===== config.mk =====
export PLATFORM = sky130hd
export DESIGN_NAME = rpc_div
export DESIGN_NICKNAME = d
export VERILOG_FILES = /design/src/hw/rtl/rpc_pkg.sv /design/src/hw/rtl/rpc_div.sv
export SDC_FILE = /design/constraint.sdc
export NUM_CORES = 1
export LEC_CHECK = 0
export BUFFER_PORTS_ARGS = -buffer_cell sky130_fd_sc_hd__buf_2
export CAP_MARGIN = 20
export CORE_ASPECT_RATIO = 0.7
export CORE_MARGIN = 3
export CORE_UTILIZATION = 45
export CTS_CLUSTER_DIAMETER = 100
export DETAILED_ROUTE_END_ITERATION = 8
export PLACE_DENSITY = 0.61
export SYNTH_ARGS = -nofsm -noshare
export SYNTH_HDL_FRONTEND = slang
export SYNTH_SLANG_ARGS = --single-unit
export TNS_END_PERCENT = 50

===== constraint.sdc =====
create_clock -name clk -period 7.4 [get_ports clk]
set_clock_uncertainty 0.15 [all_clocks]
set_input_delay 1.48 -clock clk [delete_from_list [all_inputs] [get_ports clk]]
set_output_delay 1.48 -clock clk [all_outputs]
set_load 0.005 [all_outputs]

===== src/hw/rtl/rpc_pkg.sv =====
// Shared types, widths and the soft-light root table of the pixel compositor.
`default_nettype none

package rpc_pkg;

    // Operator codes as carried in the blend_mode register.
    typedef enum logic [4:0] {
        MODE_COPY,
        MODE_SRC_OVER,
        MODE_SRC_IN,
        MODE_SRC_OUT,
        MODE_SRC_ATOP,
        MODE_DST_OVER,
        MODE_DST_IN,
        MODE_DST_OUT,
        MODE_DST_ATOP,
        MODE_LIGHTER,
        MODE_XOR,
        MODE_MULTIPLY,
        MODE_SCREEN,
        MODE_OVERLAY,
        MODE_DARKEN,
        MODE_LIGHTEN,
        MODE_COLOR_DODGE,
        MODE_COLOR_BURN,
        MODE_HARD_LIGHT,
        MODE_SOFT_LIGHT,
        MODE_DIFFERENCE,
        MODE_EXCLUSION
    } mode_t;

    // Numerator, denominator and running remainder widths of the divider.
    localparam int N_W = 43;
    localparam int Q_W = 32;
    localparam int R_W = 40;

    // One setup stage plus one stage per quotient bit.
    localparam int DIV_STAGES  = 9;
    localparam int DIV_FIRST   = 6;
    localparam int PIPE_STAGES = DIV_FIRST + DIV_STAGES;
    localparam int LANES       = 4;

    typedef logic [15:0] sqrt_lut_t [256];

    // Entry d holds floor(sqrt(d * 2^24)), built by a digit-by-digit root.
    function automatic sqrt_lut_t sqrt_lut_build();
        sqrt_lut_t lut;
        logic [31:0] x;
        logic [31:0] res;
        logic [31:0] bitv;
        for (int i = 0; i < 256; i++)
        begin
            x    = 32'(i) << 24;
            res  = '0;
            bitv = 32'h4000_0000;
            for (int j = 0; j < 16; j++)
            begin
                if (x >= res + bitv)
                begin
                    x   = x - (res + bitv);
                    res = (res >> 1) + bitv;
                end
                else
                begin
                    res = res >> 1;
                end
                bitv = bitv >> 2;
            end
            lut[i] = res[15:0];
        end
        return lut;
    endfunction

    localparam sqrt_lut_t SQRT_LUT = sqrt_lut_build();

endpackage

`default_nettype wire


===== src/hw/rtl/rpc_div.sv =====
// Pipelined saturating divider: floor(num / den) clamped to 255, one bit a stage.
`default_nettype none

module rpc_div (
    input  logic                              clk,
    input  logic [rpc_pkg::DIV_STAGES-1:0]    en,
    input  logic [rpc_pkg::N_W-1:0]           num,
    input  logic [rpc_pkg::Q_W-1:0]           den,
    output logic [7:0]                        quo
);

    localparam int LAST = rpc_pkg::DIV_STAGES - 1;

    logic [rpc_pkg::R_W-1:0] rem_reg [LAST];
    logic [rpc_pkg::Q_W-1:0] den_reg [LAST];
    logic [7:0]              q_reg   [rpc_pkg::DIV_STAGES];
    logic                    sat_reg [rpc_pkg::DIV_STAGES];

    // A quotient of 256 or more saturates, so the remainder then fits R_W bits.
    always_ff @(posedge clk)
    begin
        if (en[0])
        begin
            sat_reg[0] <= num >= (rpc_pkg::N_W'(den) << 8);
            rem_reg[0] <= num[rpc_pkg::R_W-1:0];
            den_reg[0] <= den;
            q_reg[0]   <= '0;
        end
    end

    for (genvar j = 1; j < rpc_pkg::DIV_STAGES; j++)
    begin : g_bit
        localparam int SH = LAST - j;
        logic [rpc_pkg::R_W-1:0] trial;
        logic                    hit;

        assign trial = rpc_pkg::R_W'(den_reg[j-1]) << SH;
        assign hit   = rem_reg[j-1] >= trial;

        always_ff @(posedge clk)
        begin
            if (en[j])
            begin
                sat_reg[j] <= sat_reg[j-1];
                q_reg[j]   <= q_reg[j-1] | (hit ? (8'd1 << SH) : 8'd0);
            end
        end

        if (j < LAST)
        begin : g_carry
            always_ff @(posedge clk)
            begin
                if (en[j])
                begin
                    rem_reg[j] <= hit ? (rem_reg[j-1] - trial) : rem_reg[j-1];
                    den_reg[j] <= den_reg[j-1];
                end
            end
        end
    end

    assign quo = sat_reg[LAST] ? 8'hFF : q_reg[LAST];

endmodule

`default_nettype wire


* Yosys cells after proc, flatten, opt, wreduce, memory -nomap -nowiden
Memories as Yosys holds them, arrays and structs flattened.
Index checks and enable logic that the tools add are counted.
** Storage, ports and cells
- Output and inout port bits :: 8
- Bits of input ports :: 85
- Register bits after elaboration :: 0
- Memories :: 4
- Bits in writable memories :: 657
** Operators by class
- Bitwise logic cells :: 8
- Magnitude comparators :: 9
- Add/sub/neg operators :: 7
- Multiplexer cells :: 34
** Memories
- rem_reg :: words 8, width 40, rd ports 8, clocked after Yosys merged registers in 0, wr ports 8, RTL line rpc_div.sv:14 : logic [rpc_pkg::R_W-1:0] rem_reg [LAST];
- den_reg :: words 8, width 32, rd ports 8, clocked after Yosys merged registers in 0, wr ports 8, RTL line rpc_div.sv:15 : logic [rpc_pkg::Q_W-1:0] den_reg [LAST];
- q_reg :: words 9, width 8, rd ports 9, clocked after Yosys merged registers in 0, wr ports 9, RTL line rpc_div.sv:16 : logic [7:0] q_reg [rpc_pkg::DIV_STAGES];
- sat_reg :: words 9, width 1, rd ports 9, clocked after Yosys merged registers in 0, wr ports 9, RTL line rpc_div.sv:17 : logic sat_reg [rpc_pkg::DIV_STAGES];
** Operators by type and width (number)
- $mux W40 :: 7
- $ge A43 B40 Y1 :: 1
- $ge A40 B32 Y1 :: 1
- $ge A40 B33 Y1 :: 1
- $ge A40 B34 Y1 :: 1
- $ge A40 B35 Y1 :: 1
- $ge A40 B36 Y1 :: 1
- $ge A40 B37 Y1 :: 1
- $ge A40 B38 Y1 :: 1
- $ge A40 B39 Y1 :: 1
- $sub A40 B33 Y40 :: 1
- $sub A40 B34 Y40 :: 1
- $sub A40 B35 Y40 :: 1
- $sub A40 B36 Y40 :: 1
- $sub A40 B37 Y40 :: 1
- $sub A40 B38 Y40 :: 1
- $sub A40 B39 Y40 :: 1
- $mux W1 :: 19
- $mux W8 :: 2
- $or A8 B1 Y8 :: 1
- $or A8 B2 Y8 :: 1
- $or A8 B3 Y8 :: 1
- $or A8 B4 Y8 :: 1
- $or A8 B5 Y8 :: 1
- other kinds (9) :: 9

* Logic depth before layout (Yosys ltp)
Gate-level depths: netlist of the first run.
An unclocked memory read counts as a cell.
- Depth after elaboration :: 4
- Gate-level depth with buffers :: 16

* Least setup slack after synthesis of the first run
OpenSTA, ideal clock, no wires.
- Kind :: in2reg
- From :: input den[12] (netlist name)
- To :: memory sat_reg[0], data pin
- Cell stages on the path :: 11
- Setup slack :: 3.764 ns
- Path buffers :: 0
- Arrival time :: 3.231 ns
- Cells stage by stage :: inv_1 -> ha_1 -> a21o_1 -> a21o_1 -> a21o_1 -> a21o_1 -> a21o_1 -> a21o_1 -> a221o_1 -> a21oi_1 -> nor2_1
** RTL lines
- from (decl) :: RTL line rpc_div.sv:8 : input logic [rpc_pkg::Q_W-1:0] den,
- to (decl) :: RTL line rpc_div.sv:17

==> results.tsv, run 1 <==
metric	value	unit
outcome	finished clean	
CTS sink cnt	621	
minimum clock period	4.204	ns
number of remaining DRC errors	0	
Die Width	346.8	um
postcts setup bufs	0	
Vias	24630	
root buf cell	clkbuf_16	
RSZ-0062 raised after global routing	no	
Cells after DPL	4462	
max reg flops	320	
CTS Buf Count	61	
destination of the worst hold path	q_reg[6][3]	
flop2flop setup slack	3.20	ns
CTS max path bufs	3	
post-DR wirelength/cell	16.93	um
Hold Startpoint	q_reg[5][3]	
Worst Path Arrival	4.43	ns
CTS Hold Bufs	0	
top fanout value on the critical path	36	
fin nets	3849	
Hold Crit Depth	0	
Hold Path Class	register to register	
clk_lat worst skew	0.65	ns
largest net degree at the start of global routing	78	
Startpoint Class	register	
total power	14.79	mW
FP Rows	86	
vias in the first global route	23570	
Final Max Slew Viols	0	
synthesized area per cell	10.79	um2
DRT Wirelength	77.45	mm
post-route ant nets	0	
die height	244.6	um
WP data required	7.63	ns
Initial Util	45.96	%
global-route usage over all layers	18.17	%
Rel. slew slack	19.21	%
synth-to-layout area growth	9.625	%
total core area	79630	um2
busiest grt layer	met1	
initial antenna violation count	0	
met2 Track Usage GR	26.93	%
f_max	0.2379	GHz
reg2reg path depth	12	
Post-Synthesis Cells	3392	
max_cap viols	0	
IO buf count	92	
layout cells sized above 1	8.385	%
syn nets	3772	
Detailed Place HPWL	59.83	mm
setup_tns	0	ns
most used cell, CP	o31a_1	
FF-to-FF End	rem_reg[0][77]	
Final Cycle Share	56.81	%
Non-Filler Instances	4574	
met1 Use GR	27.87	%
Yosys cell types	86	
CTS H-tree lvls	2	
Slew @ Worst Pin	1.195	ns
register clock-pin slew on the reported worst setup and hold paths	0.06	ns
Leak	16.54	nW
CP peak stage delay	0.63	ns
Setup Viol. Count Final	0	
Die ar.	84830	um2
Remaining Overflow, GRT	0	
global-route wire length before repair	125.3	mm
via density per instance	5.384	
Final GP Congestion	0.9316	
Hold Violations, Final	0	
crit end category	register	
GR met3 Demand/Resource	2.257	%
Peak VDD IR	0.2182	mV
post-CTS sizing	0	
Synth Flop Type	edfxtp_1	
DRT Pass-1 Iters	5	
fraction of registers with async set/reset	0	%
Warnings, synthesis	0	
worst r2r src	den_reg[0][1]	
FF+latch count, synth	621	
slowest CP cell	or2_2	
EDFF count, synth	621	
cells along the critical path	inv_1 > ha_1 > nor2b_1 > o31a_1 > o31a_1 > o21ai_1 > nand2_1 > a2111oi_0 > or2_2 > inv_2 > o2111ai_1 > nand4_1	
CTS tree	built	
drt initial violations	1706	
sequential share of the synthesized area	50.96	%
Pwr per Cell Area	368.6	nW/um2
cell area after synthesis	36600	um2
# diodes	0	
io pins	93	
critical path class	register to register	
cell usage in the layout, fill, tap and decap left out, drive strengths merged, types with 33 or more instances in the layout:
| cell | instances |
|---|---|
| edfxtp | 621 |
| inv | 362 |
| a21oi | 323 |
| ha | 288 |
| nand2 | 251 |
| nor2 | 198 |
| o21ai | 183 |
| a21o | 147 |
| xnor2 | 112 |
| buf | 108 |
| xor2 | 91 |
| clkbuf | 76 |
| nand3 | 61 |
| mux2 | 53 |
| nand4 | 44 |
| nor3 | 38 |
| nor2b | 35 |
| o21bai | 35 |
| o21a | 33 |
synthesized netlist by cell type, drive strengths merged (24+ instances only):
master | number | share of area (%)
o21bai | 35 | 0.72
nor2b | 35 | 0.60
edfxtp | 621 | 51
mux2 | 53 | 1.7
nand2b | 28 | 0.48
o21a | 33 | 0.68
nand4 | 44 | 0.75
xnor2 | 112 | 2.7
clkbuf | 75 | 0.77
nor3 | 38 | 0.53
or2 | 24 | 0.41
o21ai | 183 | 2.5
xor2 | 91 | 2.2
o31ai | 25 | 0.55
inv | 360 | 3.7
and2 | 24 | 0.41
a21oi | 323 | 4.4
nor2 | 198 | 2.0
a211oi | 31 | 0.65
ha | 288 | 9.8
and3 | 28 | 0.48
nand3 | 61 | 0.83
nand2 | 251 | 2.6
a21o | 147 | 3.0
logic make-up (layout without fill, tap and decap cells):
kind of cell	count (synthesis)	in the layout	share of synthesized area (%)
AOI/OAI and AO/OA	950	950	16.62
and+or+nand+nor	809	809	10.69
DFF	621	621	50.96
buffers and inverters	455	581	4.752
adders and majority gates	295	295	10.23
xor gates and xnor gates	203	203	4.858
muxes	59	59	1.898
worst max-delay path, delay by kind of cell (launching register included):
| kind | cells | cell delay, ns |
|---|---|---|
| compound gates | 5 | 1.58 |
| fa+ha+maj | 1 | 0.23 |
| buf+inv | 2 | 0.52 |
| flops | 1 | 0.44 |
| simple gates | 4 | 1.00 |
report_power, final:
group / switching (mW) / internal [mW]
clock network: 1.31 / 1.79
logic: 3.44 / 2.67
registers: 0.519 / 5.05
layer usage:
layer | part of all wire [%] | wire, um
met5 | 0 | 0
met3 | 4.7 | 3666
met2 | 42 | 32180
met4 | 2.5 | 1957
met1 | 51 | 39650
metrics by stage:
stage | util (%) | hold slack, ns | setup slack [ns] | cell area, um2
3_3_place_gp | 47.90 | 0.2529 | 3.316 | 38140
5_1_grt | 50.38 | 0.2763 | 2.860 | 40120
2_1_floorplan | - | 0.2503 | 3.764 | 36600
6_report | 50.38 | 0.2670 | 3.196 | 40120
3_5_place_dp | 47.90 | 0.2545 | 3.187 | 38140
4_1_cts | 50.38 | 0.2699 | 3.200 | 40120
layout make-up:
cell class / count / area [um2]
fillers: 7143 / 39510
flip-flops and latches: 621 / 18650
multi-input cells: 2316 / 16230
clock buffers: 76 / 1625
inverters: 361 / 1355
well taps: 1056 / 1321
repair buffers: 108 / 588.1
clock inverters: 36 / 352.8
worst max path at each step:
stage,from,endpoint,depth (start not counted)
after floorplan,den[12],sat_reg[0],11
after global placement,den_reg[0][1],rem_reg[0][77],12
after detailed placement,den_reg[0][1],rem_reg[0][77],12
after CTS,den_reg[0][1],rem_reg[0][77],12
after global routing,den_reg[0][1],rem_reg[0][77],12
final,den_reg[0][1],rem_reg[0][77],12
(Power assumes the default switching activity.)
==> inputs of run 2 (changes only) <==
Settings changed: PLACE_DENSITY 0.61 to 0.63.
Clock period 7.4 ns to 3.6 ns, I/O delays scaled along.
==> results.tsv, run 2 (synthesis results as in run 1) <==
metric	value	unit
final core occ	52.16	%
die height	244.6	um
Hold Violations, Final	0	
destination of the worst hold path	rem_reg[0][34]	
most common cell after layout, fill and taps aside	edfxtp_1	
post-DR wirelength/cell	16.89	um
Hold Startpoint	num[34]	
Remaining Overflow, GRT	0	
Final GP Congestion	0.9376	
register clock-pin slew on the reported worst setup and hold paths	0.06	ns
Setup Viol. Count Final	0	
drt initial violations	1578	
synth-to-layout area growth	13.48	%
root buf cell	clkbuf_16	
DRT Wirelength	79.23	mm
FF-to-FF End	rem_reg[0][99]	
layout cells sized above 1	12.74	%
io pins	93	
global-route wire length before repair	127.5	mm
FP Rows	86	
CTS Buf Count	60	
fin nets	3967	
commonest non-fill, non-tap cells in the layout	621 x edfxtp_1, 357 x inv_1, 310 x a21oi_1, 286 x ha_1, 251 x nand2_1	
crit end category	register	
final instance area	41530	um2
total power	31.29	mW
Placement Cell Area	39140	um2
largest net degree at the start of global routing	81	
outcome	finished clean	
critical path class	register to register	
Hold Path Class	primary input to register	
Die ar.	84830	um2
Slew @ Worst Pin	0.8396	ns
f_max	0.2783	GHz
clk_lat worst skew	0.64	ns
CTS H-tree lvls	2	
Hold Crit Depth	1	
total core area	79630	um2
# diodes	0	
max reg flops	320	
RSZ-0062 raised after global routing	yes	
Worst Path Arrival	3.83	ns
Final Max Slew Viols	0	
Rel. slew slack	43.51	%
global-route usage over all layers	18.44	%
Pwr per Cell Area	753.3	nW/um2
reg2reg path depth	13	
vias in the first global route	24240	
Die Width	346.8	um
top fanout value on the critical path	14	
CTS tree	built	
Leak	17.21	nW
CTS sink cnt	621	
Detailed Place HPWL	61.12	mm
max_cap viols	0	
hold_ws	0.1216	ns
post-route ant nets	0	
flop2flop setup slack	0.007	ns
Final Cycle Share	99.80	%
IO buf count	92	
initial antenna violation count	0	
Initial Util	45.96	%
Vias	25160	
DRT Pass-1 Iters	7	
CTS max path bufs	3	
minimum clock period	3.593	ns
Startpoint Class	register	
setup_tns	0	ns
number of remaining DRC errors	0	
WP data required	3.83	ns
worst r2r src	rem_reg[0][46]	
via density per instance	5.365	
Peak VDD IR	0.4445	mV
## run 2: cell type report
| cell class | instances | area (um2) |
|---|---|---|
| clock buffer | 72 | 1568 |
| clock inverter | 37 | 340.3 |
| fill | 7075 | 38100 |
| inverter | 361 | 1358 |
| multi-input combinational | 2316 | 16530 |
| sequential | 621 | 18650 |
| tap | 1056 | 1321 |
| timing repair buffer | 227 | 1768 |
## run 2: routing by layer
layer  vias up  GRT usage, %  routed length, um
li1      12850             -                  -
met5         -             0                  0
met4         0         4.840               1770
met3       108         2.356               3560
met2       568         28.02              33870
met1     11640         27.82              40030
## run 2: per-stage QoR
step                setup slack (ns)  cells
finish                      0.007317   4690
global placement             0.01076   4572
detailed placement          -0.01912   4572
CTS                        -0.004996   4685
floorplan                     0.1585   3392
global route                 -0.1235   4690
## run 2: worst max-delay path, cell delays in order, from the launching register on
cell	delay [ns]
edfxtp_1	0.39
inv_1	0.07
ha_2	0.18
inv_2	0.04
fa_2	0.36
a21o_1	0.20
a31oi_1	0.17
o21ba_2	0.19
a211oi_2	0.09
a221o_1	0.43
a2111oi_4	0.41
o31ai_4	0.17
buf_12	0.19
mux2_4	0.30
## run 2: how the worst max path moves through the flow
stage                     cells past startpoint      startpoint              end
final                                        13  rem_reg[0][46]   rem_reg[0][99]
after CTS                                    13  rem_reg[0][46]   rem_reg[0][99]
after detailed placement                     11   den_reg[3][0]   rem_reg[1][35]
after floorplan                              13  rem_reg[0][46]  rem_reg[0][100]
after global placement                       13  rem_reg[0][46]   rem_reg[0][94]
after global routing                         14  rem_reg[0][46]  rem_reg[0][116]
## run 2: repair_timing
| item | 4_1_cts | 5_1_grt |
|---|---|---|
| gates cloned | 2 | 2 |
| setup buffers | 3 | 3 |
| gates resized for setup | 10 | 71 |
| hold buffers | 0 | 0 |
| pin swaps | 11 | 17 |
| endpoints found under the setup margin | 16 | 135 |
## run 2: where the power goes
group / internal, mW / switching (mW) / total, mW
Clock: 3.51 / 2.67 / 6.18
Sequential: 10.4 / 1.10 / 11.5
Combinational: 6.19 / 7.44 / 13.6
Total: 20.1 / 11.2 / 31.3
